==> config.mk <==
export PLATFORM = sky130hd
export DESIGN_NAME = ncc_merge
export DESIGN_NICKNAME = d
export VERILOG_FILES = /design/src/hdl/ncc_pkg.sv /design/src/hdl/ncc_merge.sv
export SDC_FILE = /design/constraint.sdc
export NUM_CORES = 1
export LEC_CHECK = 0
export ABC_AREA = 1
export BUFFER_PORTS_ARGS = -buffer_cell sky130_fd_sc_hd__buf_4
export CAP_MARGIN = 25
export CORE_MARGIN = 3
export CORE_UTILIZATION = 41
export CTS_CLUSTER_SIZE = 30
export DETAILED_ROUTE_END_ITERATION = 8
export PLACE_DENSITY = 0.77
export SLEW_MARGIN = 30
export SYNTH_ARGS = -nofsm -noshare
export SYNTH_HDL_FRONTEND = slang
export SYNTH_SLANG_ARGS = --single-unit
==> constraint.sdc <==
create_clock -name clock -period 15.88 [get_ports clock]
set_clock_uncertainty 0.15 [all_clocks]
set_input_delay 2.382 -clock clock [delete_from_list [all_inputs] [get_ports clock]]
set_output_delay 2.382 -clock clock [all_outputs]
set_load 0.02 [all_outputs]
==> src/hdl/ncc_pkg.sv <==
// ----------------------------------------------------------------------------
// ncc_pkg
// Shared types and constants for the nearest colour classifier.
// ----------------------------------------------------------------------------
package ncc_pkg;

   localparam int SENSOR_COUNT = 9;
   localparam int COLOR_COUNT  = 7;

   localparam int SENS_W  = (SENSOR_COUNT > 1) ? $clog2(SENSOR_COUNT) : 1;
   localparam int IDX_W   = 4;
   localparam int COLOR_W = 3;
   localparam int LEVEL_W = 11;
   localparam int DIST_W  = 12;
   localparam int STAT_W  = 2;
   localparam int ENTRY_W = 32;
   localparam int SUM_W   = 23;                 // 4 * 1279^2 < 2^23
   localparam int ROOT_STEPS = (SUM_W + 1) / 2; // one root bit per step
   localparam int STEP_W  = 4;

   localparam logic [COLOR_W-1:0] UNKNOWN_COLOR = 3'd7;
   localparam logic [DIST_W-1:0]  NO_MATCH_DIST = 12'd999;
   localparam logic [DIST_W-1:0]  TOL_RESET     = 12'd4095;

   localparam logic KIND_WRITE    = 1'b0;
   localparam logic KIND_CLASSIFY = 1'b1;

   typedef enum logic [STAT_W-1:0] {
      STAT_OK         = 2'd0,
      STAT_BAD_SENSOR = 2'd1,
      STAT_BAD_COLOR  = 2'd2,
      STAT_BAD_LEVEL  = 2'd3
   } status_type;

   typedef enum logic [2:0] {
      S_IDLE,
      S_WRITE,
      S_READ,
      S_SQUARE,
      S_ROOT,
      S_MERGE,
      S_DONE
   } state_type;

   typedef struct packed {
      logic              wr_en;
      logic              rd_en;
      logic              sq_en;
      logic              sq_clear;
      logic [1:0]        ch_sel;
      logic              rt_init;
      logic              rt_en;
      logic [SENS_W-1:0] addr;
   } lane_ctl_type;

endpackage

==> src/hdl/ncc_merge.sv <==
// ----------------------------------------------------------------------------
// ncc_merge
// Picks the first lane with the smallest distance below the no-match mark
// and applies the tolerance.
// ----------------------------------------------------------------------------
module ncc_merge
   import ncc_pkg::*;
(
   input  logic               clock,
   input  logic               en,
   input  logic [DIST_W-1:0]  distance [COLOR_COUNT],
   input  logic [DIST_W-1:0]  tolerance,
   output logic [COLOR_W-1:0] best_color,
   output logic [DIST_W-1:0]  best_dist
);

   logic [COLOR_W-1:0] color_ff, color_in;
   logic [DIST_W-1:0]  dist_ff, dist_in;

   always_comb begin
      dist_in  = NO_MATCH_DIST;
      color_in = UNKNOWN_COLOR;
      for (int c = 0; c < COLOR_COUNT; c++) begin
         if (distance[c] < dist_in) begin   // strict: earlier colour wins ties
            dist_in  = distance[c];
            color_in = COLOR_W'(c);
         end
      end
      if (dist_in > tolerance) begin
         color_in = UNKNOWN_COLOR;
      end
   end

   always_ff @(posedge clock) begin
      if (en) begin
         color_ff <= color_in;
         dist_ff  <= dist_in;
      end
   end

   assign best_color = color_ff;
   assign best_dist  = dist_ff;

endmodule

==> metrics.csv <==
stage,metric,value,unit
timing,period_needed,14320,ps
die,die_h,98.85,um
routing,wl,9859,um
yosys,synth-compound-area-share,14.09,%
setup_path,cp_max_fo,26,
cells_and_area,final_cell_mix,"nand2_1, buf_4, ha_1",
yosys,synth-seq-area-share,12.74,%
yosys,ys_ff_latch,15,
clocking,cts.clk_slew.worst_paths,60,ps
yosys,syn-mean-instance-area,6.415,um^2
routing,vias_per_cell,5.221,
place,port-buffer-count,112,
die,die_w,98.85,um
setup_path,crit_family,compound AO/OA/AOI/OAI gates,
yosys,synthMuxAreaShare,0,%
clocking,ctsHoldBuffers,0,
yosys,synth_top_family_by_area,simple AND/OR/NAND/NOR gates,
setup_path,critPathLaunchType,input port,
cells_and_area,final_layout_size_suffix_gt1_share,21.80,%
setup_path,path_common_cell,nor2_1,
place,dp_hpwl,8884,um
clocking,cts-buffers-inserted,3,
yosys,synth-adder-area-share,25.84,%
setup_path,crit_path_end,best_color[1],
setup_path,cp-startpoint,distance[81],
power,power.leakage,2.487,nW
cells_and_area,layout-area-overhead-vs-synth,26.69,%
routing,final_antenna_net_count,0,
die,die_area,9771,um^2
setup_path,endpoint_kind,register,
timing,rsz0062_at_grt,no,
timing,period_share,90.16,%
place,placed_cell_area,4432,um^2
clocking,clockBufferDepth,2,
power,irDropWorstVdd,0.04545,mV
setup_path,crit_required,15720,ps
cells_and_area,final_common_cell,nand2_1,
clocking,post_cts_buffers,0,
yosys,yosys_warnings,0,
flow_run,cap_violations,0,
global_route,grt_pass1_vias,3872,
die,core.rowCount,33,
cells_and_area,stdcell_area,4478,um^2
routing,dr.pass1.iters,4,
clocking,cts_tree,yes,
run_status,status,finished clean,
routing,routed-via-count,3973,
setup_path,crit_arrival,14160,ps
min_path,hold_path_class,in -> reg,
routing,drt_iter0_markers,145,
timing,worst_pin_slew,668.7,ps
timing,hold_violations,0,
timing,tns,0,ps
setup_path,critPathKind,in -> reg,
power,powerDensity,105.5,nW/um^2
setup_path,crit_buf_inv,3,
cells_and_area,fillers,807,
setup_path,critPathMaxStageDelay,540,ps
timing,finalSetupViolations,0,
die,initial_core_util,42.59,%
setup_path,cpMaxStageDelayCell,a211oi_1,
die,io_pins,113,
cells_and_area,n_antenna_cell,0,
global_route,grt_pass1_wl,16430,um
setup_path,crit_cells,53,
clocking,clockRootBuffer,clkbuf_8,
clocking,htree_levels,1,
yosys,synthSimpleGateAreaFrac,37.45,%
yosys,synth.distinct_cells,27,
die,coreArea,8299,um^2
global_route,antenna_found_initial,0,
yosys,syn_area,3535,um^2
global_route,grt_max_degree,27,
timing,maxSlewHeadroom,55.15,%
cells_and_area,fin_nets,828,
timing,fmaxAchievable,69.85,MHz
routing,drc,0,
routing,wl_per_cell,12.96,um
clocking,clock-sinks,15,
global_route,overflow,0,
timing,drv_slew,0,
clocking,cts-resized-gates,0,
yosys,synth_cells,551,
global_route,grt_usage,19.76,%
yosys,synthXorXnorAreaFrac,0,%
place,gp_congestion,0.9452,
[through the flow]
step | power (W) | util [%] | hold WS, ps | instances | worst slack, ps
2_1_floorplan | 0.0003446 | - | 2345 | 552 | 3332
3_3_place_gp | 0.0004229 | 53.40 | 2564 | 757 | 2145
3_5_place_dp | 0.0004407 | 53.40 | 2555 | 757 | 1427
4_1_cts | 0.0004732 | 53.96 | 2297 | 761 | 1658
5_1_grt | 0.0005307 | 53.96 | 2334 | 761 | 98.23
6_report | 0.0004723 | 53.96 | 2300 | 761 | 1563
[report_power, final]
group	internal [W]	total, W	leakage, nW	switching [W]
clock	0.0000174	0.0000311	0.0255	0.0000137
sequential	0.0000678	0.0000719	0.147	0.00000408
combinational	0.000142	0.000369	2.31	0.000227
[registers in the layout, indices dropped and copies added (netlist names)]
signal / count
best_color: 3
best_dist: 12
[worst min-delay path by stage]
stage | cells after the start | slack (ps) | start | endpoint
2_1_floorplan | 0 | 2340 | en | best_color[0]
3_5_place_dp | 3 | 2560 | distance[0] | best_dist[0]
3_3_place_gp | 3 | 2560 | distance[0] | best_dist[0]
6_report | 3 | 2300 | distance[0] | best_dist[0]
4_1_cts | 3 | 2300 | distance[0] | best_dist[0]
5_1_grt | 3 | 2330 | distance[0] | best_dist[0]
[layer usage]
layer	routed length (um)	GRT usage, %	vias to the layer above	share of wire [%]
li1	-	-	2083	-
met2	4735	36.42	158	48
met3	709	1.415	25	7.2
met1	4144	23.89	1707	42
met4	269	7.038	0	2.7
met5	0	0	-	0
[kinds of logic (layout without fill, tap and decap cells)]
logic type               after synthesis  after routing
buffers and inverters                 83            187
adder cells (fa/ha/maj)               73             73
AO/OA/AOI/OAI                         90             90
other                                  1              2
AND/OR/NAND/NOR                      289            289
flip-flops                            15             15
[synth_stat cells]
| library cell | instances | share of area, % |
|---|---|---|
| a21oi_1 | 21 | 3.0 |
| clkbuf_1 | 2 | 0.21 |
| a21o_1 | 5 | 1.1 |
| nor3_1 | 2 | 0.28 |
| nand2_4 | 2 | 0.64 |
| nand3_4 | 3 | 1.5 |
| ha_1 | 73 | 26 |
| nor2_1 | 25 | 2.7 |
| nand2_1 | 168 | 18 |
| a211oi_1 | 6 | 1.3 |
| nand2_2 | 16 | 2.8 |
| a41oi_1 | 1 | 0.25 |
| buf_6 | 1 | 0.32 |
| o21ai_0 | 53 | 7.5 |
| a21oi_2 | 1 | 0.25 |
| o221a_2 | 1 | 0.32 |
| buf_4 | 6 | 1.3 |
| inv_1 | 71 | 7.5 |
| nand3_1 | 47 | 6.7 |
| nand4_1 | 21 | 3.7 |
| o2111ai_1 | 1 | 0.25 |
| nand3_2 | 4 | 1.1 |
| buf_2 | 3 | 0.42 |
| conb_1 | 1 | 0.11 |
| o211ai_1 | 1 | 0.21 |
| nand3b_1 | 1 | 0.21 |
| edfxtp_1 | 15 | 13 |
[layout make-up]
cell class              instances  area [um^2]  area share [%]
inverters                      71        266.5           5.951
repair buffers                112        840.8           18.78
flip-flops and latches         15        450.4           10.06
multi-input cells             454         2743           61.25
well taps                     105        131.4           2.934
clock inverters                 1        5.005          0.1118
clock buffers                   3        41.29          0.9220
Note: power is estimated with default switching activity, not from simulation.
