===== src/hdl/ncc_pkg.sv =====
// ----------------------------------------------------------------------------
// ncc_pkg
// Shared types and constants for the nearest colour classifier.
// ----------------------------------------------------------------------------
package ncc_pkg;

   localparam int SENSOR_COUNT = 9;
   localparam int COLOR_COUNT  = 7;

   localparam int SENS_W  = (SENSOR_COUNT > 1) ? $clog2(SENSOR_COUNT) : 1;
   localparam int IDX_W   = 4;
   localparam int COLOR_W = 3;
   localparam int LEVEL_W = 11;
   localparam int DIST_W  = 12;
   localparam int STAT_W  = 2;
   localparam int ENTRY_W = 32;
   localparam int SUM_W   = 23;                 // 4 * 1279^2 < 2^23
   localparam int ROOT_STEPS = (SUM_W + 1) / 2; // one root bit per step
   localparam int STEP_W  = 4;

   localparam logic [COLOR_W-1:0] UNKNOWN_COLOR = 3'd7;
   localparam logic [DIST_W-1:0]  NO_MATCH_DIST = 12'd999;
   localparam logic [DIST_W-1:0]  TOL_RESET     = 12'd4095;

   localparam logic KIND_WRITE    = 1'b0;
   localparam logic KIND_CLASSIFY = 1'b1;

   typedef enum logic [STAT_W-1:0] {
      STAT_OK         = 2'd0,
      STAT_BAD_SENSOR = 2'd1,
      STAT_BAD_COLOR  = 2'd2,
      STAT_BAD_LEVEL  = 2'd3
   } status_type;

   typedef enum logic [2:0] {
      S_IDLE,
      S_WRITE,
      S_READ,
      S_SQUARE,
      S_ROOT,
      S_MERGE,
      S_DONE
   } state_type;

   typedef struct packed {
      logic              wr_en;
      logic              rd_en;
      logic              sq_en;
      logic              sq_clear;
      logic [1:0]        ch_sel;
      logic              rt_init;
      logic              rt_en;
      logic [SENS_W-1:0] addr;
   } lane_ctl_type;

endpackage


===== src/hdl/ncc_lane.sv =====
// ----------------------------------------------------------------------------
// ncc_lane
// One colour lane: per-sensor reference store, serial squared distance and
// a bit-per-cycle integer square root.
// ----------------------------------------------------------------------------
module ncc_lane
   import ncc_pkg::*;
(
   input  logic                      clock,
   input  logic                      reset,
   input  lane_ctl_type              ctl,
   input  logic                      wr_sel,
   input  logic [ENTRY_W-1:0]        wr_data,
   input  logic signed [LEVEL_W-1:0] samp_level,
   output logic [DIST_W-1:0]         distance
);

   logic [ENTRY_W-1:0] mem_ff [SENSOR_COUNT];
   logic [SENSOR_COUNT-1:0] valid_ff;
   logic [ENTRY_W-1:0] rd_ff;

   logic [7:0]           ref_level;
   logic signed [11:0]   diff;
   logic [11:0]          diff_abs;
   logic [21:0]          sq;
   logic [SUM_W-1:0]     acc_ff, acc_in;

   logic [SUM_W-1:0]     x_ff, x_in;
   logic [SUM_W-1:0]     root_ff, root_in;
   logic [SUM_W-1:0]     bit_ff, bit_in;
   logic [SUM_W:0]       trial;

   // store: written on a good write, read registered; unwritten reads as zero
   always_ff @(posedge clock) begin
      if (ctl.wr_en && wr_sel) begin
         mem_ff[ctl.addr] <= wr_data;
      end
      if (ctl.rd_en) begin
         rd_ff <= valid_ff[ctl.addr] ? mem_ff[ctl.addr] : '0;
      end
   end

   always_ff @(posedge clock) begin
      if (reset) begin
         valid_ff <= '0;
      end else if (ctl.wr_en && wr_sel) begin
         valid_ff[ctl.addr] <= 1'b1;
      end
   end

   // one channel squared per cycle
   always_comb begin
      ref_level = rd_ff[8*ctl.ch_sel +: 8];
      diff      = $signed({samp_level[LEVEL_W-1], samp_level}) - $signed({4'b0, ref_level});
      diff_abs  = diff[11] ? 12'(-diff) : 12'(diff);
      sq        = diff_abs[10:0] * diff_abs[10:0];
      acc_in    = (ctl.sq_clear ? '0 : acc_ff) + SUM_W'(sq);
   end

   always_ff @(posedge clock) begin
      if (ctl.sq_en) begin
         acc_ff <= acc_in;
      end
   end

   // restoring square root
   always_comb begin
      trial   = {1'b0, root_ff} + {1'b0, bit_ff};
      x_in    = x_ff;
      root_in = root_ff >> 1;
      bit_in  = bit_ff >> 2;
      if ({1'b0, x_ff} >= trial) begin
         x_in    = x_ff - trial[SUM_W-1:0];
         root_in = (root_ff >> 1) + bit_ff;
      end
   end

   always_ff @(posedge clock) begin
      if (ctl.rt_init) begin
         x_ff    <= acc_ff;
         root_ff <= '0;
         bit_ff  <= {1'b1, {(SUM_W-1){1'b0}}};
      end else if (ctl.rt_en) begin
         x_ff    <= x_in;
         root_ff <= root_in;
         bit_ff  <= bit_in;
      end
   end

   assign distance = root_ff[DIST_W-1:0];

endmodule


===== config.mk =====
export PLATFORM = sky130hd
export DESIGN_NAME = ncc_lane
export DESIGN_NICKNAME = d
export VERILOG_FILES = /design/src/hdl/ncc_pkg.sv /design/src/hdl/ncc_lane.sv
export SDC_FILE = /design/constraint.sdc
export NUM_CORES = 1
export LEC_CHECK = 0
export ABC_AREA = 1
export BUFFER_PORTS_ARGS = -buffer_cell sky130_fd_sc_hd__buf_4
export CORE_MARGIN = 2
export CORE_UTILIZATION = 45
export DETAILED_ROUTE_END_ITERATION = 10
export GPL_TIMING_DRIVEN = 0
export MAX_ROUTING_LAYER = met4
export PLACE_DENSITY_LB_ADDON = 0.25
export RECOVER_POWER = 100
export SYNTH_ARGS = -nofsm -noshare
export SYNTH_HDL_FRONTEND = slang
export SYNTH_SLANG_ARGS = --single-unit

===== constraint.sdc =====
create_clock -name clock -period 14.2 [get_ports clock]
set_clock_uncertainty 0.15 [all_clocks]
set_input_delay 0.71 -clock clock [delete_from_list [all_inputs] [get_ports clock]]
set_output_delay 0.71 -clock clock [all_outputs]
set_load 0.01 [all_outputs]

==> metrics.txt <==
hold path start reset; PostCTS Resize Cnt 0; syn nets ~2500; DRC violations left 0; crit-path max FO 10; CORE AREA between 50000 and 60000 um2; DPL Wire Length a little over 40000 um; die width 231 um; Setup CP Type in2reg; r2r setup slk about 5.6 ns; filler cell count in the final layout 4671; Synth Instances 2288; met3 wire len 3380 um; Crit. End Element register; clk root buf clkbuf_16; Post-DRT Antenna Nets 0; Setup Buffers After CTS 0; Worst R2R Start rd_ff[10]$_SDFFCE_PN0P_; crit share post-route 0.648; worst-skew pair later-pin latency approximately 0.58 ns; normalized max-slew margin -0.415; Req. time, crit path approximately 14 ns; Fin Setup TNS 0 ns; Most used DFF post-synth edfxtp_1; RSZ-0062 raised after global routing false; Longest Clk Path Bufs 3; initial antenna violation count 7; total wire length around 58000 um; Via Count about 17000; fmax 109 MHz; pin count of the biggest net entering global routing 33; number of synthesized flops with an enable pin around 370; first-pass GRT wire length 90800 um; Clock transition at path regs around 0.060 ns; Critical Path Start Type input port; failing checks capacitance limit, slew limit; Total Die Area between 50000 and 60000 um2; met2 wire length ~29000 um; reg-to-reg endpoint acc_ff[19]$_DFFE_PP_; CP Capture Point acc_ff[19]$_DFFE_PP_; Slowest-stage cell, CP xor2_1; M1 wire length between 20000 and 25000 um; pins over their slew limit approximately 200; HP Class in2reg; Hold-fix buffers, CTS 0; most common cell after layout, fill and taps aside nand2_1; Setup Viol. Count Final 0; Synth Area per Inst slightly above 10 um2; commonest non-fill, non-tap cells in the layout nand2_1, edfxtp_1, inv_1, nor2_1, clkbuf_1; clock tree sinks around 400; initial drt markers ~1700; Crit path top cell by count nand2_1; vias in the first global route roughly 17000; Seq/Total Area, Yosys 0.511; Starting Density 0.454; Post-synth ARST share 0; Max H-tree Level 2; number of hold violations in the final report 0; R2R depth 32; PortBufs 63; gr ovfl total 0; DRT Pass-1 Iters 6; Total GRT Usage 0.225; Syn Std Cell Area around 23000 um2; highest metal used met4; synth warn 0; # IOs 70; synthesized flop and latch total 410; worst slew pin tran about 2.1 ns; layout cells sized above 1 0.0563; TritonCTS clock tree done; CP peak stage delay 0.83 ns; fin nets roughly 2700; number of distinct library cells after synthesis 59; CTS buffer count 43; chip height ~230 um; WP data arrival about 9.4 ns; Final min period 9.21 ns; Layout area overhead 10.7%; multi-input logic area 9710 um2; Max-Cap Viols 12; outcome complete, but fails checks; Via-to-Cell Ratio roughly 5.4; Routed WL per cell about 18 um; # rows 83; hold depth 2; worst setup path startpoint ctl[6]; gpl congestion around 0.9; Sequential Area approximately 12000 um2
==> worst min-delay path by stage <==
stage	end	slack (ns)
floorplan	valid_ff[8]$_SDFFE_PP0P_	0.28
global placement	valid_ff[8]$_SDFFE_PP0P_	0.29
detailed placement	valid_ff[8]$_SDFFE_PP0P_	0.30
CTS	valid_ff[8]$_SDFFE_PP0P_	0.17
global route	valid_ff[8]$_SDFFE_PP0P_	0.19
finish	valid_ff[8]$_SDFFE_PP0P_	0.19
==> through the flow <==
| step | setup WS, ns | cell area, um2 | utilization | cells | hold slack, ns |
|---|---|---|---|---|---|
| 2_1_floorplan | 6.40 | 23200 | - | 2288 | 0.280 |
| 3_3_place_gp | 5.46 | 24600 | 0.480 | 3031 | 0.294 |
| 3_5_place_dp | 5.37 | 24900 | 0.486 | 3041 | 0.298 |
| 4_1_cts | 5.97 | 26100 | 0.510 | 3114 | 0.166 |
| 5_1_grt | 4.24 | 25700 | 0.502 | 3121 | 0.191 |
| 6_report | 4.99 | 25700 | 0.502 | 3121 | 0.188 |
==> sequential cells by signal (all words and copies together), names as in the netlist <==
signal    count
root_ff      23
bit_ff       12
rd_ff        32
valid_ff      9
x_ff         23
acc_ff       23
mem_ff      288
==> kinds of logic (layout without fill, tap and decap cells) <==
group,after synthesis,in the layout,share of synthesized area
xor+xnor,76,76,0.0307
fa+ha+maj,200,200,0.136
compound gates,361,361,0.103
flops,410,410,0.511
simple gates,827,827,0.150
other cells,0,7,0
buf+inv,414,560,0.0700
==> synthesized netlist by cell type, types with 2 or more instances <==
master	count	area (um2)
nor3_1	10	50.1
xnor2_1	28	245
o21ba_2	6	60.1
a21boi_0	32	240
a22oi_1	66	495
xor2_1	43	377
buf_2	12	60.1
o21bai_1	8	60.1
nand2_2	8	50.1
ha_1	113	1410
a32o_1	7	70.1
nor2_1	147	552
nand3_1	96	480
buf_1	4	15.0
o31ai_1	3	22.5
clkbuf_1	60	225
o211ai_1	5	37.5
a31oi_1	8	50.1
o21ai_0	67	335
a21o_1	5	37.5
edfxtp_1	366	11000
nand3b_1	7	52.6
inv_2	3	11.3
a221o_1	32	320
nor4_1	5	31.3
dfxtp_1	44	881
a21oi_1	102	510
fa_1	87	1740
nand2_1	489	1840
o21ai_1	6	30.0
a21oi_2	2	17.5
xor2_2	4	65.1
or2_2	9	56.3
buf_4	13	97.6
nand4_1	49	307
inv_1	319	1200
==> critical path, delay by kind of cell <==
kind / cells / cell delay [ns]
adders and majority gates: 7 / 3.18
and+or+nand+nor: 10 / 1.17
buffers and inverters: 8 / 1.49
xor gates and xnor gates: 2 / 0.94
AOI/OAI and AO/OA: 8 / 1.86
==> layer usage <==
| layer | global-route usage | vias to the layer above |
|---|---|---|
| met2 | 0.380 | 493 |
| li1 | - | 8014 |
| met5 | - | - |
| met4 | 0.0609 | 0 |
| met3 | 0.0342 | 81 |
| met1 | 0.283 | 8163 |
==> final cells by class <==
class,count,share of cell area
clock inverter,20,0.00623
antenna,7,0.000681
timing repair buffer,73,0.0147
sequential,410,0.462
tap,680,0.0331
inverter,324,0.0474
buffer,90,0.0156
clock buffer,53,0.0433
multi-input combinational,1464,0.378
Power is left out: the tool's default activity adds up to more than one toggle a clock period on the data nets, which glitch-free logic cannot reach.
